--- src/rtl/ttlc_pkg.sv ---
package ttlc_pkg;

    // Phase codes of the controller state.
    localparam logic [2:0] PH_INIT  = 3'd0;
    localparam logic [2:0] PH_ONE   = 3'd1;
    localparam logic [2:0] PH_TWO   = 3'd2;
    localparam logic [2:0] PH_THREE = 3'd3;
    localparam logic [2:0] PH_FOUR  = 3'd4;
    localparam logic [2:0] PH_MAN   = 3'd5;

    // Lamp vector bit masks.
    localparam logic [5:0] LAMP_RA = 6'b000001;
    localparam logic [5:0] LAMP_YA = 6'b000010;
    localparam logic [5:0] LAMP_GA = 6'b000100;
    localparam logic [5:0] LAMP_RB = 6'b001000;
    localparam logic [5:0] LAMP_YB = 6'b010000;
    localparam logic [5:0] LAMP_GB = 6'b100000;
    localparam logic [5:0] LAMP_A  = LAMP_RA | LAMP_YA | LAMP_GA;
    localparam logic [5:0] LAMP_B  = LAMP_RB | LAMP_YB | LAMP_GB;

    // Register word indexes (byte address bits [3:2]).
    localparam logic [1:0] REG_GREEN  = 2'd0;
    localparam logic [1:0] REG_YELLOW = 2'd1;
    localparam logic [1:0] REG_WAIT   = 2'd2;
    localparam logic [1:0] REG_TICK   = 2'd3;

    // Reset values.
    localparam logic [7:0] GREEN_RST   = 8'd3;
    localparam logic [7:0] YELLOW_RST  = 8'd2;
    localparam logic [7:0] WAIT_RST    = 8'd10;
    localparam logic [4:0] TICK_RST    = 5'd20;
    localparam logic [7:0] DISPLAY_RST = 8'd5;
    localparam logic [4:0] SUB_RST     = 5'd20;

    // Sub-second counter step: returns {second_boundary, next_counter}.
    function automatic logic [5:0] sec_step(input logic [4:0] sub, input logic [4:0] reload);
        logic [4:0] base;
        logic       fire;
        base = sub;
        fire = 1'b0;
        if (sub == 5'd0)
        begin
            base = reload;
            fire = 1'b1;
        end
        return {fire, base - 5'd1};
    endfunction

endpackage

--- src/rtl/two_way_traffic_light_controller.sv ---
// Two-way traffic light controller. Each word on the tick channel is one
// 50 ms tick carrying the manual request button; each tick yields exactly one
// result word with the six lamp states, the value shown on the countdown
// display and a flag that is high during the manual blinking hold. A tick is
// held in an input register and stepped through the controller into the
// result register, so the block takes one word per clock cycle while the
// result channel does not stall. While a finished result waits for the
// downstream side, the input register can still take one more tick; after
// that the tick channel stalls until the result word is taken. Phase
// lengths for green and yellow, the length of the manual hold and the
// number of ticks per second are set over the APB port at byte addresses
// 0, 4, 8 and 12, and are to be written only while the block is idle.
module two_way_traffic_light_controller
    import ttlc_pkg::*;
(
    input  logic        clk,
    input  logic        rst_n,

    // Tick channel.
    input  logic        tick_valid,
    output logic        tick_stall,
    input  logic        manual_button,

    // Result channel.
    output logic        result_valid,
    input  logic        result_stall,
    output logic        red_a,
    output logic        yellow_a,
    output logic        green_a,
    output logic        red_b,
    output logic        yellow_b,
    output logic        green_b,
    output logic [7:0]  shown_count,
    output logic        in_manual,

    // Configuration port.
    input  logic        psel,
    input  logic        penable,
    input  logic        pwrite,
    input  logic [3:0]  paddr,
    input  logic [31:0] pwdata,
    output logic [31:0] prdata,
    output logic        pready
);

    // Configuration registers.
    logic [7:0] green_reg;
    logic [7:0] yellow_reg;
    logic [7:0] wait_reg;
    logic [4:0] tick_reg;

    // Input stage.
    logic       s1_valid_reg;
    logic       s1_button_reg;

    // Controller state. The lamp and display registers double as the
    // result payload, since each tick rewrites them for its own result.
    logic       result_valid_reg;
    logic [2:0] phase_reg,        phase_next;
    logic [7:0] phase_left_reg,   phase_left_next;
    logic [7:0] display_left_reg, display_left_next;
    logic [4:0] sub_second_reg,   sub_second_next;
    logic [7:0] hold_left_reg,    hold_left_next;
    logic [5:0] lamps_reg,        lamps_next;
    logic [7:0] shown_reg,        shown_next;

    logic [5:0] sec_phase;
    logic [5:0] sec_manual;
    logic       advance;
    logic       step;
    logic       cfg_write;

    // The result register can take a new word when it is empty or is being
    // drained this cycle; a full input register holds while it cannot.
    assign advance    = !result_valid_reg || !result_stall;
    assign step       = s1_valid_reg && advance;
    assign tick_stall = s1_valid_reg && !advance;

    always_ff @(posedge clk or negedge rst_n)
    begin
        if (!rst_n)
        begin
            s1_valid_reg <= 1'b0;
        end
        else if (!tick_stall)
        begin
            s1_valid_reg <= tick_valid;
        end
    end

    always_ff @(posedge clk)
    begin
        if (tick_valid && !tick_stall)
        begin
            s1_button_reg <= manual_button;
        end
    end

    // One controller step. The phase logic runs first; the manual hold logic
    // runs after it within the same tick, so the tick that enters the hold
    // also runs one hold step and advances the sub-second counter twice.
    always_comb
    begin
        phase_next        = phase_reg;
        phase_left_next   = phase_left_reg;
        display_left_next = display_left_reg;
        sub_second_next   = sub_second_reg;
        hold_left_next    = hold_left_reg;
        lamps_next        = lamps_reg;
        shown_next        = shown_reg;

        sec_phase = sec_step(sub_second_reg, tick_reg);

        case (phase_reg)
            PH_INIT:
            begin
                phase_left_next   = green_reg;
                display_left_next = 8'(green_reg + yellow_reg);
                lamps_next        = LAMP_RA | LAMP_GB;
                shown_next        = 8'(green_reg + yellow_reg);
                phase_next        = PH_ONE;
            end
            PH_ONE, PH_TWO, PH_THREE, PH_FOUR:
            begin
                shown_next      = display_left_reg;
                sub_second_next = sec_phase[4:0];
                if (sec_phase[5])
                begin
                    display_left_next = display_left_reg - 8'd1;
                    phase_left_next   = phase_left_reg - 8'd1;
                end
                if (phase_left_next == 8'd0)
                begin
                    case (phase_reg)
                        PH_ONE:
                        begin
                            lamps_next      = (lamps_reg & LAMP_A) | LAMP_YB;
                            phase_left_next = yellow_reg;
                            phase_next      = PH_TWO;
                        end
                        PH_TWO:
                        begin
                            phase_left_next   = green_reg;
                            lamps_next        = LAMP_GA | LAMP_RB;
                            display_left_next = green_reg;
                            phase_next        = PH_THREE;
                        end
                        PH_THREE:
                        begin
                            phase_left_next   = yellow_reg;
                            lamps_next        = (lamps_reg & LAMP_B) | LAMP_YA;
                            display_left_next = yellow_reg;
                            phase_next        = PH_FOUR;
                        end
                        default:
                        begin
                            phase_left_next   = green_reg;
                            lamps_next        = LAMP_RA | LAMP_GB;
                            display_left_next = 8'(green_reg + yellow_reg);
                            phase_next        = PH_ONE;
                        end
                    endcase
                end
                // A button press in the first phase overrides the phase end.
                if ((phase_reg == PH_ONE) && s1_button_reg)
                begin
                    lamps_next     = LAMP_RA | LAMP_RB;
                    hold_left_next = wait_reg;
                    phase_next     = PH_MAN;
                end
            end
            default:
            begin
                phase_next = phase_reg;
            end
        endcase

        sec_manual = sec_step(sub_second_next, tick_reg);

        if (phase_next == PH_MAN)
        begin
            shown_next      = hold_left_next;
            sub_second_next = sec_manual[4:0];
            if (sec_manual[5])
            begin
                lamps_next     = lamps_next ^ (LAMP_RA | LAMP_RB);
                hold_left_next = hold_left_next - 8'd1;
            end
            if (hold_left_next == 8'd0)
            begin
                phase_next = PH_INIT;
            end
        end
    end

    always_ff @(posedge clk or negedge rst_n)
    begin
        if (!rst_n)
        begin
            result_valid_reg <= 1'b0;
            phase_reg        <= PH_INIT;
            phase_left_reg   <= 8'd0;
            display_left_reg <= DISPLAY_RST;
            sub_second_reg   <= SUB_RST;
            hold_left_reg    <= 8'd0;
            lamps_reg        <= 6'd0;
            shown_reg        <= 8'd0;
        end
        else
        begin
            if (advance)
            begin
                result_valid_reg <= s1_valid_reg;
            end
            if (step)
            begin
                phase_reg        <= phase_next;
                phase_left_reg   <= phase_left_next;
                display_left_reg <= display_left_next;
                sub_second_reg   <= sub_second_next;
                hold_left_reg    <= hold_left_next;
                lamps_reg        <= lamps_next;
                shown_reg        <= shown_next;
            end
        end
    end

    assign result_valid = result_valid_reg;
    assign red_a        = |(lamps_reg & LAMP_RA);
    assign yellow_a     = |(lamps_reg & LAMP_YA);
    assign green_a      = |(lamps_reg & LAMP_GA);
    assign red_b        = |(lamps_reg & LAMP_RB);
    assign yellow_b     = |(lamps_reg & LAMP_YB);
    assign green_b      = |(lamps_reg & LAMP_GB);
    assign shown_count  = shown_reg;
    assign in_manual    = (phase_reg == PH_MAN);

    // Configuration port. Registers are decoded by word address; the byte
    // offset bits are ignored.
    assign pready    = 1'b1;
    assign cfg_write = psel && penable && pwrite && pready;

    always_ff @(posedge clk or negedge rst_n)
    begin
        if (!rst_n)
        begin
            green_reg  <= GREEN_RST;
            yellow_reg <= YELLOW_RST;
            wait_reg   <= WAIT_RST;
            tick_reg   <= TICK_RST;
        end
        else if (cfg_write)
        begin
            case (paddr[3:2])
                REG_GREEN:  green_reg  <= pwdata[7:0];
                REG_YELLOW: yellow_reg <= pwdata[7:0];
                REG_WAIT:   wait_reg   <= pwdata[7:0];
                REG_TICK:   tick_reg   <= pwdata[4:0];
                default:    tick_reg   <= tick_reg;
            endcase
        end
    end

    always_comb
    begin
        case (paddr[3:2])
            REG_GREEN:  prdata = 32'(green_reg);
            REG_YELLOW: prdata = 32'(yellow_reg);
            REG_WAIT:   prdata = 32'(wait_reg);
            REG_TICK:   prdata = 32'(tick_reg);
            default:    prdata = 32'd0;
        endcase
    end

endmodule

--- config.mk ---
export PLATFORM = sky130hd
export DESIGN_NAME = two_way_traffic_light_controller
export DESIGN_NICKNAME = d
export VERILOG_FILES = /design/src/rtl/ttlc_pkg.sv /design/src/rtl/two_way_traffic_light_controller.sv
export SDC_FILE = /design/constraint.sdc
export NUM_CORES = 1
export LEC_CHECK = 0
export ABC_AREA = 1
export BUFFER_PORTS_ARGS = -buffer_cell sky130_fd_sc_hd__clkbuf_2
export CAP_MARGIN = 5
export CELL_PAD_IN_SITES_DETAIL_PLACEMENT = 0
export CELL_PAD_IN_SITES_GLOBAL_PLACEMENT = 1
export CORE_MARGIN = 2
export CORE_UTILIZATION = 41
export DETAILED_ROUTE_END_ITERATION = 6
export MAX_ROUTING_LAYER = met4
export PLACE_DENSITY_LB_ADDON = 0.1
export SETUP_SLACK_MARGIN = 0.3
export SLEW_MARGIN = 20
export SYNTH_ARGS = -nofsm -noshare
export SYNTH_HDL_FRONTEND = slang
export SYNTH_SLANG_ARGS = --single-unit
export TNS_END_PERCENT = 30
--- constraint.sdc ---
create_clock -name clk -period 3.46 [get_ports clk]
set_input_delay 0.173 -clock clk [delete_from_list [all_inputs] [get_ports clk]]
set_output_delay 0.173 -clock clk [all_outputs]
set_load 0.02 [all_outputs]
## Word level (Yosys, flattened, before mapping)

Cells that the tools add are included.

- Flip-flop bits (word level): 78
- Latch bits: 0
- RAM bits: 0
- Memory bits (read-only): 0
- Output and inout port bits: 50
- Memories: 0

- $add $sub $neg: 6
- $mul: 0
- Div/mod/pow operators: 0
- $lt $le $gt $ge: 0
- Eq/ne operators: 9
- Shift-type cells: 0
- Multiplexer cells: 35
- Bitwise gates (word level): 1
- Reduce and logical (&&, ||, !) cells: 27

Operators by type and width:

| operator | number |
|---|---|
| $pmux 32 s4 | 1 |
| $mux 8 | 12 |
| $pmux 8 s2 | 3 |
| $pmux 8 s3 | 1 |
| $sub 8x1->8 const B | 3 |
| $mux 5 | 4 |
| $pmux 6 s3 | 1 |
| $logic_not 8->1 | 2 |
| $mux 3 | 4 |
| $mux 6 | 2 |
| $pmux 6 s2 | 1 |
| $reduce_and 2->1 | 6 |
| $logic_not 5->1 | 2 |
| $sub 5x1->5 const B | 2 |
| $eq 3x3->1 const B | 3 |
| $pmux 3 s3 | 1 |
| $add 8x8->8 | 1 |
| $mux 4 | 2 |
| $eq 3x2->1 const B | 2 |
| $logic_and 1x1->1 | 6 |
| $pmux 3 s2 | 1 |
| $eq 2x2->1 const B | 2 |
| $logic_not 1->1 | 4 |
| $reduce_or 4->1 | 1 |
| other kinds (10) | 11 |

## Depth between registers and ports, before layout

- Depth after elaboration: 13
- Mapped depth: 19

## Least setup slack after synthesis

OpenSTA, ideal clock, no wires.

- Path kind: reg-to-reg
- Start: register sub_second_reg[1]
- End: register sub_second_reg[4]
- Data arrival time: 2.496 ns
- Required time: 3.399 ns
- Slack: 0.903 ns
- Stages on the path, launching flop included: 19
- Path buffers: 0
- Path through: dfrtp_1 > nor2_1 > nand3_1 > nand2_1 > inv_1 > ha_1 > nand2_1 > o21ai_1 > nand3_2 > a21oi_4 > nand3_4 > o21ai_1 > ha_1 > nand3_1 > nor2_1 > nand2_1 > nand2_1 > nand3_1 > nand2_1

- Cells in the longest elaborated chain, start to end: 10
- Elaborated cells between the ends (all ways): 16
- Classes of those cells: add/sub: 2; eq/ne: 1; mux: 10; reduce/logical: 3

Ends and longest elaborated chain:

| what | RTL line | RTL |
|---|---|---|
| start, declared | two_way_traffic_light_controller.sv:62 | `logic [4:0] sub_second_reg, sub_second_next;` |
| start signal, assigned | two_way_traffic_light_controller.sv:220 | `sub_second_reg <= sub_second_next;` |
| branches (longest 9 deep; another with $sub 5x1->5) | -- |  |
| $mux 5 (*) | two_way_traffic_light_controller.sv:180 | `if (phase_next == PH_MAN)` |

Every way passes the cells marked *. The select of a mux whose other input is x is not followed.
A chain may end at the register's enable or synchronous reset.

## Final worst setup path

- Start: register sub_second_reg[4]
- End: register sub_second_reg[2]

Same word-level chain as after synthesis.

==> impl_metrics.env <==
export IMPL_fin_util_pct=46.4
export IMPL_route_detailed_drc=0
export IMPL_ys_ff_latch=78
export IMPL_num_vias=5716
export IMPL_die_x_um=123
export IMPL_p_per_area_nw_per_um2=997
export IMPL_finalHoldViolCount=0
export IMPL_die_h_um=123
export IMPL_yosys_warnings=0
export IMPL_wirelength_um=17100
export IMPL_cts_tree="done"
export IMPL_setup_viol=0
export IMPL_critPathCaptureType="flip-flop"
export IMPL_cp_max_fo=9
export IMPL_ys_seq_area_share_pct=34.1
export IMPL_maxSlewHeadroom_pct=44.1
export IMPL_cts_made_buffers=9
export IMPL_boundaryPins=94
export IMPL_antenna_cells=0
export IMPL_async_reset_ff_share_pct=98.7
export IMPL_tightest_slew_ns=0.835
export IMPL_worstPathRequired_ns=3.74
export IMPL_root_buffer="clkbuf_16"
export IMPL_drive_gt1_share_pct=12.5
export IMPL_crit_arrival_ns=3.09
export IMPL_fin_total_pwr_mw=6.40
export IMPL_first_pass_iters=4
export IMPL_viasPerCell=5.33
export IMPL_core_um2=13800
export IMPL_post_place_ws_ns=0.396
export IMPL_routedWlPerCell_um=16.0
export IMPL_layout_setup_ws_ns=0.646
export IMPL_drv_slew=0
export IMPL_ys_flop_type="dfrtp_1"
export IMPL_synth_cells=851
export IMPL_grt_max_degree=78
export IMPL_synth_edf_count=1
export IMPL_status="finished clean"
export IMPL_grt_overflow_total=0
export IMPL_rows=43
export IMPL_grt_pass1_wl_um=28100
export IMPL_cts_clk_slew_worst_paths_ns=0.07
export IMPL_hold_path_class="in -> reg"
export IMPL_finalCritPeriodShare_pct=81.3
export IMPL_drtIter0Drc=479
export IMPL_cap_viol_max_count=0
export IMPL_final_setup_skew_ns=0.00781
export IMPL_htree_levels=3
export IMPL_antenna_found_initial=0
export IMPL_finalCriticalPeriod_ns=2.81
export IMPL_ys_types=46
export IMPL_grt_use_total_pct=25.1
export IMPL_clk_latency_ns=0.35
export IMPL_syn_area_um2=5780
export IMPL_cp_start_kind="flip-flop"
export IMPL_layout_area_overhead_vs_synth_pct=11.1
export IMPL_grt_pass1_vias=5394
export IMPL_fmax_mhz=355
export IMPL_clockBufferDepth=2
export IMPL_dieArea_um2=15100
export IMPL_drtAntennaViolNets=0
export IMPL_clock_sinks=78
export IMPL_rsz0062_at_grt="false"
export IMPL_gp_congestion=0.942
export IMPL_dp_hpwl_um=12400
export IMPL_critical_path_class="reg -> reg"
export IMPL_io_buffers=42
export IMPL_leakagePower_nw=3.17
export IMPL_dp_cells=1052
export IMPL_ir_worst_vdd_uv=408
export IMPL_fin_tns_setup_ns=0
export IMPL_layoutNonFillerInstCount=1073
export IMPL_synth_area_per_cell_um2=6.79
export IMPL_nets=945
export IMPL_initial_core_util_pct=41.8
-- cells in the final DEF (no fill, tap or decap), types with 5 or more instances in the layout --
cell type / synthesis / layout
nand2_1: 246 / 246
inv_1: 96 / 96
o21ai_0: 84 / 83
nor2_1: 73 / 69
dfrtp_1: 66 / 66
nand3_1: 50 / 50
clkbuf_2: 0 / 41
conb_1: 2 / 25
a21oi_1: 23 / 23
xor2_1: 16 / 16
nand4_1: 15 / 15
buf_4: 26 / 14
o21ai_1: 13 / 13
o22ai_1: 12 / 12
ha_1: 12 / 12
a31oi_1: 11 / 11
dfstp_2: 11 / 11
o211ai_1: 10 / 10
clkbuf_16: 0 / 9
nor2_2: 3 / 7
o2111ai_1: 6 / 6
nor3_1: 6 / 6
nand2_2: 5 / 5
xnor2_1: 5 / 5
-- final timing paths --
| check | start | to | slack (ns) | depth (start not counted) |
|---|---|---|---|---|
| worst max-delay path | sub_second_reg[4]$_DFFE_PN1P_ | sub_second_reg[2]$_DFFE_PN1P_ | 0.65 | 16 |
| worst max register to register | sub_second_reg[4]$_DFFE_PN1P_ | sub_second_reg[2]$_DFFE_PN1P_ | 0.65 | 16 |
| max in group asynchronous | rst_n | hold_left_reg[0]$_DFFE_PN0P_ | 2.53 | 2 |
| worst min-delay path | tick_valid | s1_valid_reg$_DFFE_PN0N_ | 0.04 | 3 |
| min in group asynchronous | rst_n | phase_left_reg[4]$_DFFE_PN0P_ | 0.43 | 2 |
| worst min register to register | lamps_reg[4]$_DFFE_PN0P_ | lamps_reg[4]$_DFFE_PN0P_ | 0.48 | 2 |
-- kinds of logic after synthesis --
group | share of synthesized area (%)
DFF | 34.1
other | 0.130
xor gates and xnor gates | 3.18
buffers and inverters | 12.6
AOI/OAI and AO/OA | 16.9
adders and majority gates | 2.94
and+or+nand+nor | 30.1
-- power breakdown --
group / total, mW / internal (mW) / switching (mW)
combinational: 3.78 / 1.25 / 2.53
sequential: 1.58 / 1.26 / 0.320
clock: 1.04 / 0.606 / 0.433
-- layer usage --
layer	GRT usage (%)	vias to the layer above	routed length [um]
met4	11.9	0	539
met2	37.4	164	7670
met1	33.4	2697	8200
met5	-	-	0
met3	3.72	37	702
li1	-	2818	-
-- what timing repair did --
action / CTS / global route
hold endpoints to repair: 1 / 66
hold buffers: 1 / 1
setup endpoints to repair: 0 / 6
setup buffers: 0 / 3
resized for setup: 0 / 8
-- through the flow --
step	hold slack [ns]	area (um2)
6_report	0.0352	6420
5_1_grt	0.0582	6420
4_1_cts	0.0309	6360
3_5_place_dp	0.353	6040
3_3_place_gp	0.351	6040
2_1_floorplan	-0.123	5870
-- Yosys cell counts, drive strengths merged (10+ instances only) --
library cell / instances / share of area, %
a21oi: 24 / 2.3
xor2: 16 / 2.4
dfstp: 11 / 5.0
o211ai: 10 / 1.3
inv: 100 / 6.5
dfrtp: 66 / 29
ha: 12 / 2.6
buf: 34 / 4.7
nand3: 53 / 5.1
a31oi: 11 / 1.2
nand2: 253 / 17
o22ai: 12 / 1.3
nand4: 15 / 1.6
nor2: 76 / 5.1
clkbuf: 21 / 1.4
o21ai: 98 / 8.6
-- critical path, cell delays in order, from the launching register on --
cell     delay (ns)
dfstp_2        0.40
nor2_2         0.19
nand4_1        0.12
nand2_1        0.11
inv_1          0.06
ha_1           0.27
nand2_1        0.05
o21ai_1        0.16
nand3_2        0.14
a21oi_4        0.20
nand3_4        0.17
o21ai_1        0.20
inv_1          0.08
ha_1           0.22
xor2_1         0.16
o21ai_0        0.14
nand2_1        0.07
-- final cells by class --
type                            count  area, um2
Timing Repair Buffer               58        342
Multi-Input combinational cell    640       3190
Clock inverter                      5       63.8
Clock buffer                       11        253
Fill cell                        1463       7410
Tap cell                          180        225
Sequential cell                    78       1970
Inverter                          101        382
Note: power is estimated with default switching activity, not from simulation.
